**src/vfcm_pkg.sv**
```systemverilog
// Shared types and constants for the voxel face culling mesher.
// Holds the request and face record structs and the control/datapath interface.
// No dependencies.
package vfcm_pkg;

  localparam int COORD_W  = 4;
  localparam int DIR_W    = 3;
  localparam int NUM_DIRS = 6;

  // Request operation codes
  localparam logic OP_WRITE = 1'b0;
  localparam logic OP_MESH  = 1'b1;

  // Face direction codes, also bit positions in the exposure mask
  localparam logic [DIR_W-1:0] DIR_XP = 3'd0;
  localparam logic [DIR_W-1:0] DIR_XM = 3'd1;
  localparam logic [DIR_W-1:0] DIR_YP = 3'd2;
  localparam logic [DIR_W-1:0] DIR_YM = 3'd3;
  localparam logic [DIR_W-1:0] DIR_ZP = 3'd4;
  localparam logic [DIR_W-1:0] DIR_ZM = 3'd5;
  localparam logic [DIR_W-1:0] DIR_MAX = DIR_ZM;

  typedef struct packed {
    logic               operation;
    logic [COORD_W-1:0] pos_x;
    logic [COORD_W-1:0] pos_y;
    logic [COORD_W-1:0] pos_z;
    logic               full_req;
  } in_req_t;

  typedef struct packed {
    logic [COORD_W-1:0] face_x;
    logic [COORD_W-1:0] face_y;
    logic [COORD_W-1:0] face_z;
    logic [DIR_W-1:0]   face_dir;
    logic               last;
  } face_t;

  typedef enum logic [3:0] {
    ST_CLEAR,
    ST_IDLE,
    ST_WR_RD,
    ST_WR_WR,
    ST_M_C,
    ST_M_YP,
    ST_M_YM,
    ST_M_ZP,
    ST_M_ZM,
    ST_M_END,
    ST_EMIT
  } state_e;

  // Which row of the grid memory to read
  typedef enum logic [2:0] {
    ROW_CENTER,
    ROW_YP,
    ROW_YM,
    ROW_ZP,
    ROW_ZM
  } row_sel_e;

  // Which neighbor check the returned row data feeds
  typedef enum logic [2:0] {
    CAP_NONE,
    CAP_X,
    CAP_YP,
    CAP_YM,
    CAP_ZP,
    CAP_ZM
  } cap_e;

  typedef struct packed {
    logic     load;
    logic     clr_en;
    logic     rd_en;
    row_sel_e rd_sel;
    cap_e     cap_sel;
    logic     wr_row;
    logic     emit_en;
  } dp_cmd_t;

  typedef struct packed {
    logic clr_last;
    logic in_mesh;
    logic in_grid;
    logic emit_done;
  } dp_sts_t;

endpackage

```
**src/vfcm_ctrl.sv**
```systemverilog
// Controller of the voxel face mesher: sequences clear, write-back,
// the five row reads of a mesh (center and four neighbor rows) and face emission.
// Depends on vfcm_pkg.
module vfcm_ctrl import vfcm_pkg::*; (
  input  logic    clk_i,
  input  logic    rst_ni,
  input  logic    in_valid_i,
  output logic    in_ready_o,
  input  dp_sts_t sts_i,
  output dp_cmd_t cmd_o
);

  state_e state_q, state_d;

  always_ff @(posedge clk_i or negedge rst_ni) begin
    if (!rst_ni) begin
      state_q <= ST_CLEAR;
    end else begin
      state_q <= state_d;
    end
  end

  // Next state and commands
  always_comb begin
    state_d       = state_q;
    in_ready_o    = 1'b0;
    cmd_o.load    = 1'b0;
    cmd_o.clr_en  = 1'b0;
    cmd_o.rd_en   = 1'b0;
    cmd_o.rd_sel  = ROW_CENTER;
    cmd_o.cap_sel = CAP_NONE;
    cmd_o.wr_row  = 1'b0;
    cmd_o.emit_en = 1'b0;
    case (state_q)
      ST_CLEAR: begin
        cmd_o.clr_en = 1'b1;
        if (sts_i.clr_last) state_d = ST_IDLE;
      end
      ST_IDLE: begin
        in_ready_o = 1'b1;
        cmd_o.load = in_valid_i;
        if (in_valid_i && sts_i.in_grid) begin
          state_d = sts_i.in_mesh ? ST_M_C : ST_WR_RD;
        end
      end
      ST_WR_RD: begin
        cmd_o.rd_en = 1'b1;
        state_d     = ST_WR_WR;
      end
      ST_WR_WR: begin
        cmd_o.wr_row = 1'b1;
        state_d      = ST_IDLE;
      end
      ST_M_C: begin
        cmd_o.rd_en = 1'b1;
        state_d     = ST_M_YP;
      end
      ST_M_YP: begin
        cmd_o.cap_sel = CAP_X;
        cmd_o.rd_en   = 1'b1;
        cmd_o.rd_sel  = ROW_YP;
        state_d       = ST_M_YM;
      end
      ST_M_YM: begin
        cmd_o.cap_sel = CAP_YP;
        cmd_o.rd_en   = 1'b1;
        cmd_o.rd_sel  = ROW_YM;
        state_d       = ST_M_ZP;
      end
      ST_M_ZP: begin
        cmd_o.cap_sel = CAP_YM;
        cmd_o.rd_en   = 1'b1;
        cmd_o.rd_sel  = ROW_ZP;
        state_d       = ST_M_ZM;
      end
      ST_M_ZM: begin
        cmd_o.cap_sel = CAP_ZP;
        cmd_o.rd_en   = 1'b1;
        cmd_o.rd_sel  = ROW_ZM;
        state_d       = ST_M_END;
      end
      ST_M_END: begin
        cmd_o.cap_sel = CAP_ZM;
        state_d       = ST_EMIT;
      end
      ST_EMIT: begin
        cmd_o.emit_en = 1'b1;
        if (sts_i.emit_done) state_d = ST_IDLE;
      end
      default: state_d = ST_IDLE;
    endcase
  end

endmodule

```
**config.mk**
```make
export PLATFORM = sky130hd
export DESIGN_NAME = vfcm_ctrl
export DESIGN_NICKNAME = d
export VERILOG_FILES = /design/src/vfcm_pkg.sv /design/src/vfcm_ctrl.sv
export SDC_FILE = /design/constraint.sdc
export NUM_CORES = 1
export LEC_CHECK = 0
export ABC_CLOCK_PERIOD_IN_PS = 2150
export BUFFER_PORTS_ARGS = -buffer_cell sky130_fd_sc_hd__buf_2
export CAP_MARGIN = 10
export CELL_PAD_IN_SITES_DETAIL_PLACEMENT = 1
export CELL_PAD_IN_SITES_GLOBAL_PLACEMENT = 1
export CORE_AREA = 2 2 39 41
export DETAILED_ROUTE_END_ITERATION = 10
export DIE_AREA = 0 0 41 43
export GPL_ROUTABILITY_DRIVEN = 0
export GPL_TIMING_DRIVEN = 1
export HOLD_SLACK_MARGIN = 0.02
export PLACE_DENSITY = 0.79
export SLEW_MARGIN = 20
export SYNTH_ARGS = -nofsm -noshare
export SYNTH_HDL_FRONTEND = slang
export SYNTH_SLANG_ARGS = --single-unit
export TNS_END_PERCENT = 100
```
**constraint.sdc**
```tcl
create_clock -name clk_i -period 2.15 [get_ports clk_i]
set_clock_uncertainty 0.05 [all_clocks]
set_input_delay 0.215 -clock clk_i [delete_from_list [all_inputs] [get_ports clk_i]]
set_output_delay 0.215 -clock clk_i [all_outputs]
set_load 0.05 [all_outputs]
```
* After elaboration in Yosys (flattened, before gate mapping)
Cells that the tools add are included.
Operators by class: equal/unequal tests 13, mux-type cells 13, reduce and logical (&&, ||, !) cells 4
Operators by type and width (number):
- $pmux 4 s10 | 1
- $eq 4x3->1 const B | 4
- $pmux 3 s5 | 1
- $eq 4x4->1 const B | 3
- $mux 4 | 3
- $pmux 3 s4 | 1
- $eq 4x2->1 const B | 2
- $mux 1 | 6
- $ne 2x2->1 const B | 3
- $reduce_or 6->1 | 1
- $eq 4x1->1 const B | 1
- $logic_not 4->1 | 1
- $mux 3 | 1
- $reduce_and 3->1 | 1
- $logic_and 1x1->1 | 1
Storage, ports and cells: flip-flop bits (word level) 4, bits of input ports 7, output and inout port bits 12, word-level logic and storage cells 31

* Depth between registers and ports, before layout
Gate-level depths: netlist (run 1).
depth in word-level cells 3, mapped depth 4, depth with buffers taken out 3

* Worst setup path after synthesis (run 1)
OpenSTA, ideal clock, no wires.
path kind flip-flop to output port, start reg state_q[1], end out cmd_o[8] (netlist bit), arrival time 2.902 ns, required time 1.885 ns, slack -1.017 ns, cell stages (with the launch flop) 5, buffers on the path 1, cells stage by stage dfrtp_1 -> buf_6 -> nor3b_1 -> a21oi_1 -> o21ai_0
RTL lines:
- start: declaration | RTL line vfcm_ctrl.sv:13 | state_e state_q, state_d;
- start signal: assignment | RTL line vfcm_ctrl.sv:19 | state_q <= state_d;
- end: declaration | RTL line vfcm_ctrl.sv:10 | output dp_cmd_t cmd_o

==> qor.txt, run 1 <==
======================================================================================
Number of max-slew violations in the final report                                    0
Seq/Total Area, Yosys                                                            26.9%
Die span in y                                                                    43 µm
Final Setup Violations                                                               0
Number of I/O port buffers                                                          18
Post-synth design cell area                                                    372 µm²
Setup crit end                                                                cmd_o[2]
Regs by FF count                                                           state_q (4)
Pin slew with the least headroom to its limit                                 0.537 ns
Number of distinct standard cells referenced by the synthesized netlist             23
Residual antenna-violating net count after detailed routing                          0
Switching share of power                                                         62.1%
Die X-Extent                                                                     41 µm
Total count of hold-check failures in the final report                               0
Clock network latency to the later pin of the worst-skew pair                  0.24 ns
Rel. slew slack                                                                  64.2%
GRT Total Usage                                                                  14.2%
Total clock buffers created by CTS                                                   3
Kind of end point of the critical path                                      output pin
Power share of the combinational group                                           65.0%
Total of cells resized after clock tree synthesis                                    0
Static leakage                                                             0.000251 µW
Vias in the first global route                                                     387
Setup repair after global routing missed its margin                                 no
Antenna violations before repair                                                     0
Count of warnings emitted by yosys                                                   0
Data arrival time of the critical path                                         1.62 ns
Number of flip-flops in the largest register                                         4
Commonest cells after routing, fill and taps aside                        sky130_fd_sc_hd__buf_2, sky130_fd_sc_hd__nand2b_1, sky130_fd_sc_hd__and3_1, sky130_fd_sc_hd__a21oi_1, sky130_fd_sc_hd__dfrtp_1
Post-synthesis net count                                                            56
Startpoint kind of the worst setup timing path                                    flop
DP Cell Count                                                                       78
Final worst path period share                                                    87.8%
Terminus of the critical flop-to-flop path                                  state_q[0]
Layout net count                                                                    75
Number of synthesized register bits                                                  4
Pin count of the biggest net entering global routing                                19
Standard-cell row count                                                             14
Total detailed-routing wirelength                                              1100 µm
Slowest stage cell on the critical path                                   sky130_fd_sc_hd__dfrtp_1
Detailed Routing Iterations Pass 1                                                   6
Placeable core region                                                         1380 µm²
H-tree depth                                                                         1
Maximum cell stage delay along the critical path                               0.52 ns
Proportion of power drawn by flip-flops and latches                              24.6%
Clock network power share                                                        10.5%
Worst vdd ir                                                                  0.685 mV
Worst reg2reg setup slack                                                      0.71 ns
Synth Instances                                                                     49
CTS tree                                                                          done
Starting density of the core                                                     26.9%
Average wire per standard cell                                                 13.4 µm
Placed wire-length estimate after detailed placement                            776 µm
Worst Path Class, Setup                                                     reg -> out
Cells along the critical path                                             nand2b_1 > o21ai_0 > and2_1 > buf_2
Detailed-route vias per instance                                                  5.43
Startpoint of the most critical register-to-register path                   state_q[1]
Result of the run                                                         finished clean
Total I/O pin count                                                                 19
Die footprint                                                                 1760 µm²
Worst-path clk slew                                                            0.04 ns
Per-instance average area after synthesis                                     7.58 µm²
Leading cell type in the layout, fill and taps excluded                   sky130_fd_sc_hd__buf_2
Start point of the critical path                                            state_q[2]
Aggregate global routing overflow                                                    0
Peak fanout along the critical path                                                 13
Register with the most flip-flops                                              state_q
Remaining DRCs                                                                       0
Maximum clock insertion buffer count                                                 2
Global-route wire length before repair                                         1690 µm
Layout overhead on the synthesized area                                          33.0%
Detailed router's first-iteration violation count                                   11
Vias after detailed routing                                                        445
Cell area power density                                                    1840 nW/µm²
Clock net sink count                                                                 4
Min Tclk post-route                                                            1.89 ns
Fraction of final layout cells with drive strength greater than 1                34.8%
Int Power                                                                       344 µW
Psw                                                                             564 µW
Count of cells along the worst register-to-register path                             3
Final standard cell area without fillers                                       494 µm²
Area after DPL                                                                 462 µm²
Antenna cells                                                                        0
Post-layout instance count excluding filler cells                                   82
Critical Path RT                                                               1.88 ns
Maximum clock frequency                                                        530 MHz
Maxcap violations                                                                    0
Root Buffer Master                                                        sky130_fd_sc_hd__clkbuf_4
Min-delay worst type                                                         in -> reg
======================================================================================
==> what timing repair did <==
action                                 CTS  global route
endpoints found under the hold margin    4             0
buffers inserted                         0             0
hold buffers                             1             0
==> worst max-delay path: cells and delay by family (launching register included) <==
family          cells  cell delay (ns)
buf+inv             1             0.26
flops               1             0.52
compound gates      1             0.17
simple gates        2             0.43
==> cell families (layout without fill, tap and decap cells) <==
| logic type | after synthesis | after routing | share of synthesized area, % |
|---|---|---|---|
| and+or+nand+nor | 24 | 24 | 38.7 |
| AOI/OAI and AO/OA | 14 | 14 | 23.9 |
| buffers and inverters | 7 | 24 | 10.4 |
| DFF | 4 | 4 | 26.9 |
==> Yosys cell counts <==
| master | n | area [µm²] |
|---|---|---|
| sky130_fd_sc_hd__o21ai_0 | 2 | 10.0 |
| sky130_fd_sc_hd__a221oi_1 | 1 | 8.76 |
| sky130_fd_sc_hd__nand2b_1 | 4 | 25.0 |
| sky130_fd_sc_hd__a31oi_1 | 1 | 6.26 |
| sky130_fd_sc_hd__buf_6 | 1 | 11.3 |
| sky130_fd_sc_hd__o211a_1 | 1 | 10.0 |
| sky130_fd_sc_hd__inv_1 | 2 | 7.51 |
| sky130_fd_sc_hd__nand2_1 | 2 | 7.51 |
| sky130_fd_sc_hd__a21oi_1 | 4 | 20.0 |
| sky130_fd_sc_hd__o211ai_1 | 1 | 7.51 |
| sky130_fd_sc_hd__or3_1 | 1 | 6.26 |
| sky130_fd_sc_hd__and3_1 | 4 | 25.0 |
| sky130_fd_sc_hd__and2_1 | 3 | 18.8 |
| sky130_fd_sc_hd__nor2_1 | 1 | 3.75 |
| sky130_fd_sc_hd__nand4_1 | 1 | 6.26 |
| sky130_fd_sc_hd__dfrtp_1 | 4 | 100 |
| sky130_fd_sc_hd__nor4_1 | 1 | 6.26 |
| sky130_fd_sc_hd__buf_2 | 4 | 20.0 |
| sky130_fd_sc_hd__nor3_1 | 3 | 15.0 |
| sky130_fd_sc_hd__nand3b_1 | 2 | 15.0 |
| sky130_fd_sc_hd__nor3b_1 | 2 | 15.0 |
| sky130_fd_sc_hd__o22ai_1 | 3 | 18.8 |
| sky130_fd_sc_hd__o21a_1 | 1 | 7.51 |
==> power by group through the flow <==
stage	clock network (µW)	registers (µW)	logic, µW
2_1_floorplan	0	132	571
3_3_place_gp	0	217	577
3_5_place_dp	0	220	589
4_1_cts	93.7	220	593
5_1_grt	101	236	626
6_report	94.9	223	590
==> metal layers <==
metal  GRT usage, %  share of wire (%)  vias to the layer above
li1               -                  -                      213
met1           19.3                 43                      212
met2           20.0                 50                       18
met3           3.14                5.0                        2
met4           8.00                1.7                        0
met5              0                  0                        -
==> final cells by class <==
cell class,count,area [µm²]
well taps,16,20.0
flip-flops and latches,4,100
clock buffers,3,22.5
inverters,2,7.51
multi-input cells,38,244
fillers,185,890
repair buffers,19,100
==> worst min path at each step <==
stage / slack (ns) / endpoint / start / cells past startpoint
after floorplan: -0.13 / state_q[0] / rst_ni / 0
after detailed placement: -0.03 / state_q[0] / rst_ni / 1
after global placement: -0.03 / state_q[0] / rst_ni / 1
after CTS: 0.25 / state_q[2] / sts_i[2] / 3
after global routing: 0.26 / state_q[2] / sts_i[2] / 3
final: 0.24 / state_q[2] / sts_i[2] / 3
==> stage by stage <==
stage | util, % | setup TNS, ns | total power, µW | setup slack [ns] | hold WS (ns)
final | 35.7 | 0 | 907 | 0.263 | 0.240
after CTS | 35.7 | 0 | 906 | 0.280 | 0.247
after detailed placement | 33.4 | 0 | 808 | 0.537 | -0.0289
after global routing | 35.7 | 0 | 963 | 0.171 | 0.256
after floorplan | - | -0.126 | 703 | -0.126 | -0.131
after global placement | 33.4 | 0 | 795 | 0.543 | -0.0278
No activity file was read; power rests on OpenSTA's default activity.
==> inputs of run 2 (changes only) <==
REMOVE_ABC_BUFFERS = 1   (was unset)
==> run 2 against run 1 <==
  * Setup slack improved by 0.026 ns
  * Count of clock-buffer cells in the layout unchanged
  * Clock power decreased by 0.8%
  * Non-clock buffer count unchanged
  * Worst hold slack about the same
  * Die area unchanged
==> qor.txt, run 2 (same netlist as run 1, synthesis figures left out) <==
================================================================================
Clock network latency to the later pin of the worst-skew pair            0.24 ns
Placement-stage worst setup slack                                       0.528 ns
Vias after detailed routing                                                  427
Maxcap violations                                                              0
Maximum clock insertion buffer count                                           2
Total count of hold-check failures in the final report                         0
Cells along the critical path                                       nor3b_1 > a21oi_1 > o21ai_0 > buf_2
Stages on the worst setup path                                                 4
Switching share of power                                                   61.6%
Int Power                                                                 338 µW
Maximum clock frequency                                                  537 MHz
Count of fill cells added during filler insertion                            177
Area used by sequential logic in the layout                              100 µm²
Root Buffer Master                                                  sky130_fd_sc_hd__clkbuf_4
Number of I/O port buffers                                                    18
Remaining DRCs                                                                 0
Peak fanout along the critical path                                           18
Starting density of the core                                               26.9%
Worst-path clk slew                                                      0.04 ns
CTS tree                                                                    done
Slowest stage cell on the critical path                             sky130_fd_sc_hd__dfrtp_1
Footprint of the multi-input gates                                       233 µm²
Data arrival time of the critical path                                   1.60 ns
Min Tclk post-route                                                      1.86 ns
Total clock buffers created by CTS                                             3
Placed wire-length estimate after detailed placement                      739 µm
Critical Path RT                                                         1.88 ns
Pin count of the biggest net entering global routing                          19
Proportion of power drawn by flip-flops and latches                        24.1%
Worst hold slack                                                        0.240 ns
Fraction of final layout cells with drive strength greater than 1          31.8%
Startpoint kind of the worst setup timing path                              flop
Die X-Extent                                                               41 µm
Number of flip-flops in the largest register                                   4
Result of the run                                                   finished clean
Rel. slew slack                                                            68.7%
Worst Path Class, Setup                                               reg -> out
Commonest cells after routing, fill and taps aside                  sky130_fd_sc_hd__buf_2, sky130_fd_sc_hd__nand2b_1, sky130_fd_sc_hd__and3_1, sky130_fd_sc_hd__a21oi_1, sky130_fd_sc_hd__dfrtp_1
Instance count along the most critical hold path                               3
Maximum cell stage delay along the critical path                         0.54 ns
Power share of the combinational group                                     65.2%
Static leakage                                                       0.000248 µW
Detailed-route vias per instance                                            5.21
Post-CTS Setup Inserts                                                         0
Total detailed-routing wirelength                                        1000 µm
Cell class contributing the biggest share of worst-path delay         flip-flops
Aggregate global routing overflow                                              0
Layout overhead on the synthesized area                                    30.0%
Detailed router's first-iteration violation count                              7
Antenna cells                                                                  0
Pin slew with the least headroom to its limit                           0.470 ns
Count of cells along the worst register-to-register path                       3
Min-delay worst type                                                   in -> reg
Die span in y                                                              43 µm
GRT Total Usage                                                            12.8%
Leading cell type in the layout, fill and taps excluded             sky130_fd_sc_hd__buf_2
Residual antenna-violating net count after detailed routing                    0
H-tree depth                                                                   1
Clock net sink count                                                           4
Register with the most flip-flops                                        state_q
Standard-cell row count                                                       14
Vias in the first global route                                               370
Cell area power density                                              1820 nW/µm²
Worst vdd ir                                                            0.845 mV
Antenna violations before repair                                               0
Setup repair after global routing missed its margin                           no
Final Setup Violations                                                         0
Kind of end point of the critical path                                output pin
Final worst path period share                                              86.6%
Worst path setup slack after routing                                    0.288 ns
Layout net count                                                              75
Clock network power share                                                  10.7%
Global-route wire length before repair                                   1560 µm
Psw                                                                       541 µW
Detailed Routing Iterations Pass 1                                             4
Critical path buffers and inverters                                            1
Placeable core region                                                   1380 µm²
Die footprint                                                           1760 µm²
Average wire per standard cell                                           12.2 µm
Post-layout utilization of the core                                        34.9%
Total I/O pin count                                                           19
Number of max-slew violations in the final report                              0
Regs by FF count                                                     state_q (4)
================================================================================
## run 2: cell types whose count changed in the layout (fill, tap and decap cells not counted)
cell and change:
sky130_fd_sc_hd__nor3b_1 +1, sky130_fd_sc_hd__nor3b_2 -1, sky130_fd_sc_hd__nor4_1 +1, sky130_fd_sc_hd__nor4_2 -1
sky130_fd_sc_hd__o21ai_0 +1, sky130_fd_sc_hd__o21ai_1 -1
## run 2: area by class of cell
class                           instances  share of cell area [%]
Sequential cell                         4                    20.7
Clock buffer                            3                    4.66
Tap cell                               16                    4.15
Timing Repair Buffer                   19                    20.7
Inverter                                2                    1.55
Multi-Input combinational cell         38                    48.2
## run 2: path summary, 6_finish.rpt
kind | slack [ns] | from | to
worst min register to register | 0.67 | state_q[3] | state_q[2]
worst min-delay path | 0.24 | sts_i[2] | state_q[2]
worst max-delay path | 0.29 | state_q[1] | cmd_o[8]
min in group asynchronous | 0.26 | rst_ni | state_q[2]
max in group asynchronous | 1.67 | rst_ni | state_q[0]
worst max register to register | 0.74 | state_q[1] | state_q[0]
## run 2: repair_timing
action                    in CTS  in global routing
gates resized for setup        0                  0
hold endpoints to repair       4                  0
hold buffers                   1                  0
## run 2: layer usage
metal / vias to the layer above / global-route usage [%] / wire [µm]
met5: - / 0 / 0
met4: 0 / 2.00 / 0
met3: 0 / 4.71 / 64
met2: 13 / 19.4 / 470
met1: 199 / 17.2 / 468
li1: 215 / - / -
## run 2: power by group through the flow
| stage | clock network (µW) | logic (µW) | registers, µW |
|---|---|---|---|
| after floorplan | 0 | 471 | 181 |
| after global placement | 0 | 571 | 211 |
| after detailed placement | 0 | 576 | 213 |
| after CTS | 96.5 | 580 | 212 |
| after global routing | 103 | 618 | 226 |
| final | 94.1 | 573 | 211 |
## run 2: per-stage QoR
stage               std cells  power (µW)  area [µm²]  TNS, ns
floorplan                  44         651         340    -1.28
global placement           78         782         450        0
detailed placement         78         789         450        0
CTS                        82         889         483        0
global route               82         947         483        0
finish                     82         878         483        0
## run 2: worst reg2reg max path: cells and delay by family, from the launching register on
kind               cells  cell delay, ns
and+or+nand+nor        1            0.44
DFF                    1            0.54
AOI/OAI and AO/OA      2            0.24
==> inputs of run 3 (changes only) <==
ABC_CLOCK_PERIOD_IN_PS = 1800   (was 2150)
CTS_BUF_LIST = sky130_fd_sc_hd__clkbuf_8   (was unset)
clock period = 1.8 ns   (was 2.15 ns; I/O delays follow)
==> run 3 against run 2 <==
  * Highest routed layer is now met4
  * Via count increased by 7.3%
  * Cell area increased by 11%
  * Combinational power increased by 34%
  * Non-clock buffer count increased by 3
  * Critical endpoint is now cmd_o[2]
  * Worst hold slack improved by 0.010 ns
  * Sequential power increased by 11%
==> qor.txt, run 3 (same netlist as run 1, synthesis figures left out) <==
================================================================================
Standard-cell row count                                                       14
Aggregate global routing overflow                                              0
Die span in y                                                              43 µm
Placeable core region                                                   1380 µm²
Pin slew with the least headroom to its limit                           0.448 ns
H-tree depth                                                                   1
Die footprint                                                           1760 µm²
Vias in the first global route                                               421
Final Setup Violations                                                         0
Number of flip-flops in the largest register                                   4
Maximum clock insertion buffer count                                           2
Worst Path Class, Setup                                               reg -> out
Total clock buffers created by CTS                                             3
Static leakage                                                       0.000272 µW
Regs by FF count                                                     state_q (4)
Residual antenna-violating net count after detailed routing                    0
Maxcap violations                                                              0
Min-delay worst type                                                 in -> async
Cell area power density                                              2220 nW/µm²
Layout overhead on the synthesized area                                    44.1%
Detailed Routing Iterations Pass 1                                             2
Register with the most flip-flops                                        state_q
Final worst path period share                                              92.6%
Starting density of the core                                               26.9%
Antenna cells                                                                  0
Post-layout instance count excluding filler cells                             85
Global-route wire length before repair                                   1900 µm
Total detailed-routing wirelength                                        1140 µm
Number of max-slew violations in the final report                              0
DP Cell Count                                                                 81
Clock net sink count                                                           4
GRT Total Usage                                                            15.6%
Die X-Extent                                                               41 µm
Min Tclk post-route                                                      1.67 ns
Clock network latency to the later pin of the worst-skew pair            0.21 ns
Layout net count                                                              78
Root Buffer Master                                                  sky130_fd_sc_hd__clkbuf_8
Maximum clock frequency                                                  600 MHz
Critical Path RT                                                         1.57 ns
Detailed router's first-iteration violation count                              2
Remaining DRCs                                                                 0
Antenna violations before repair                                               0
Number of I/O port buffers                                                    18
Vias after detailed routing                                                  458
Leading cell type in the layout, fill and taps excluded             sky130_fd_sc_hd__buf_2
Peak fanout along the critical path                                            7
Setup repair after global routing missed its margin                           no
Total I/O pin count                                                           19
Result of the run                                                   finished clean
CTS tree                                                                    done
Commonest cells after routing, fill and taps aside                  sky130_fd_sc_hd__buf_2, sky130_fd_sc_hd__nand2b_1, sky130_fd_sc_hd__and3_1, sky130_fd_sc_hd__a21oi_1
Placed wire-length estimate after detailed placement                      810 µm
Rel. slew slack                                                            70.1%
Detailed-route vias per instance                                            5.39
Kind of end point of the critical path                                output pin
Pin count of the biggest net entering global routing                          17
Final standard cell area without fillers                                 536 µm²
Total count of hold-check failures in the final report                         0
Area after DPL                                                           473 µm²
Worst hold slack                                                        0.250 ns
Startpoint kind of the worst setup timing path                              flop
Worst vdd ir                                                             1.18 mV
Data arrival time of the critical path                                   1.44 ns
Fraction of final layout cells with drive strength greater than 1          37.7%
Average wire per standard cell                                           13.4 µm
Post-CTS Setup Inserts                                                         0
Worst-path clk slew                                                      0.03 ns
================================================================================
## run 3: worst max-delay path, cell delays in order, from the launching register on
cell and delay, ns:
sky130_fd_sc_hd__dfrtp_1 0.45, sky130_fd_sc_hd__nand2b_1 0.25, sky130_fd_sc_hd__o21ai_0 0.16, sky130_fd_sc_hd__and2_1 0.14
sky130_fd_sc_hd__clkbuf_4 0.22
## run 3: final cells by class
type                    count  area [µm²]
well taps                  16        20.0
clock buffers               3        41.3
multi-input cells          38         238
inverters                   2        7.51
repair buffers             22         128
fillers                   195         848
flip-flops and latches      4         101
## run 3: layer usage
| metal | wire [µm] | GRT usage, % |
|---|---|---|
| met1 | 521 | 21.0 |
| met2 | 549 | 23.4 |
| met3 | 54 | 3.14 |
| met4 | 16 | 6.00 |
| met5 | 0 | 0 |
## run 3: final timing paths
check / depth (start not counted) / from / slack, ns / end
worst min register to register: 1 / state_q[3] / 0.56 / state_q[2]
worst max-delay path: 4 / state_q[2] / 0.13 / cmd_o[2]
max in group asynchronous: 2 / rst_ni / 1.32 / state_q[3]
min in group clk_i: 3 / sts_i[2] / 0.25 / state_q[2]
worst max register to register: 4 / state_q[1] / 0.30 / state_q[0]
worst min-delay path: 2 / rst_ni / 0.25 / state_q[0]
## run 3: what timing repair did
action | CTS | global route
endpoints found under the hold margin | 4 | 0
hold buffers | 1 | 0
setup endpoints to repair | 2 | 2
resized for setup | 1 | 3
## run 3: stage by stage
step           setup slack [ns]  utilization, %  setup TNS (ns)  total power [µW]
6_report                  0.133            38.7               0              1190
5_1_grt                  0.0115            38.7               0              1280
4_1_cts                  0.0984            38.0               0              1180
3_5_place_dp              0.240            34.2               0               980
3_3_place_gp              0.305            34.2               0               964
2_1_floorplan             -1.40               -           -2.41               778
## run 3: report_power, final
group / internal (µW) / total, µW / switching, µW
Sequential: 128 / 235 / 108
Combinational: 244 / 767 / 523
Clock: 142 / 187 / 44.7
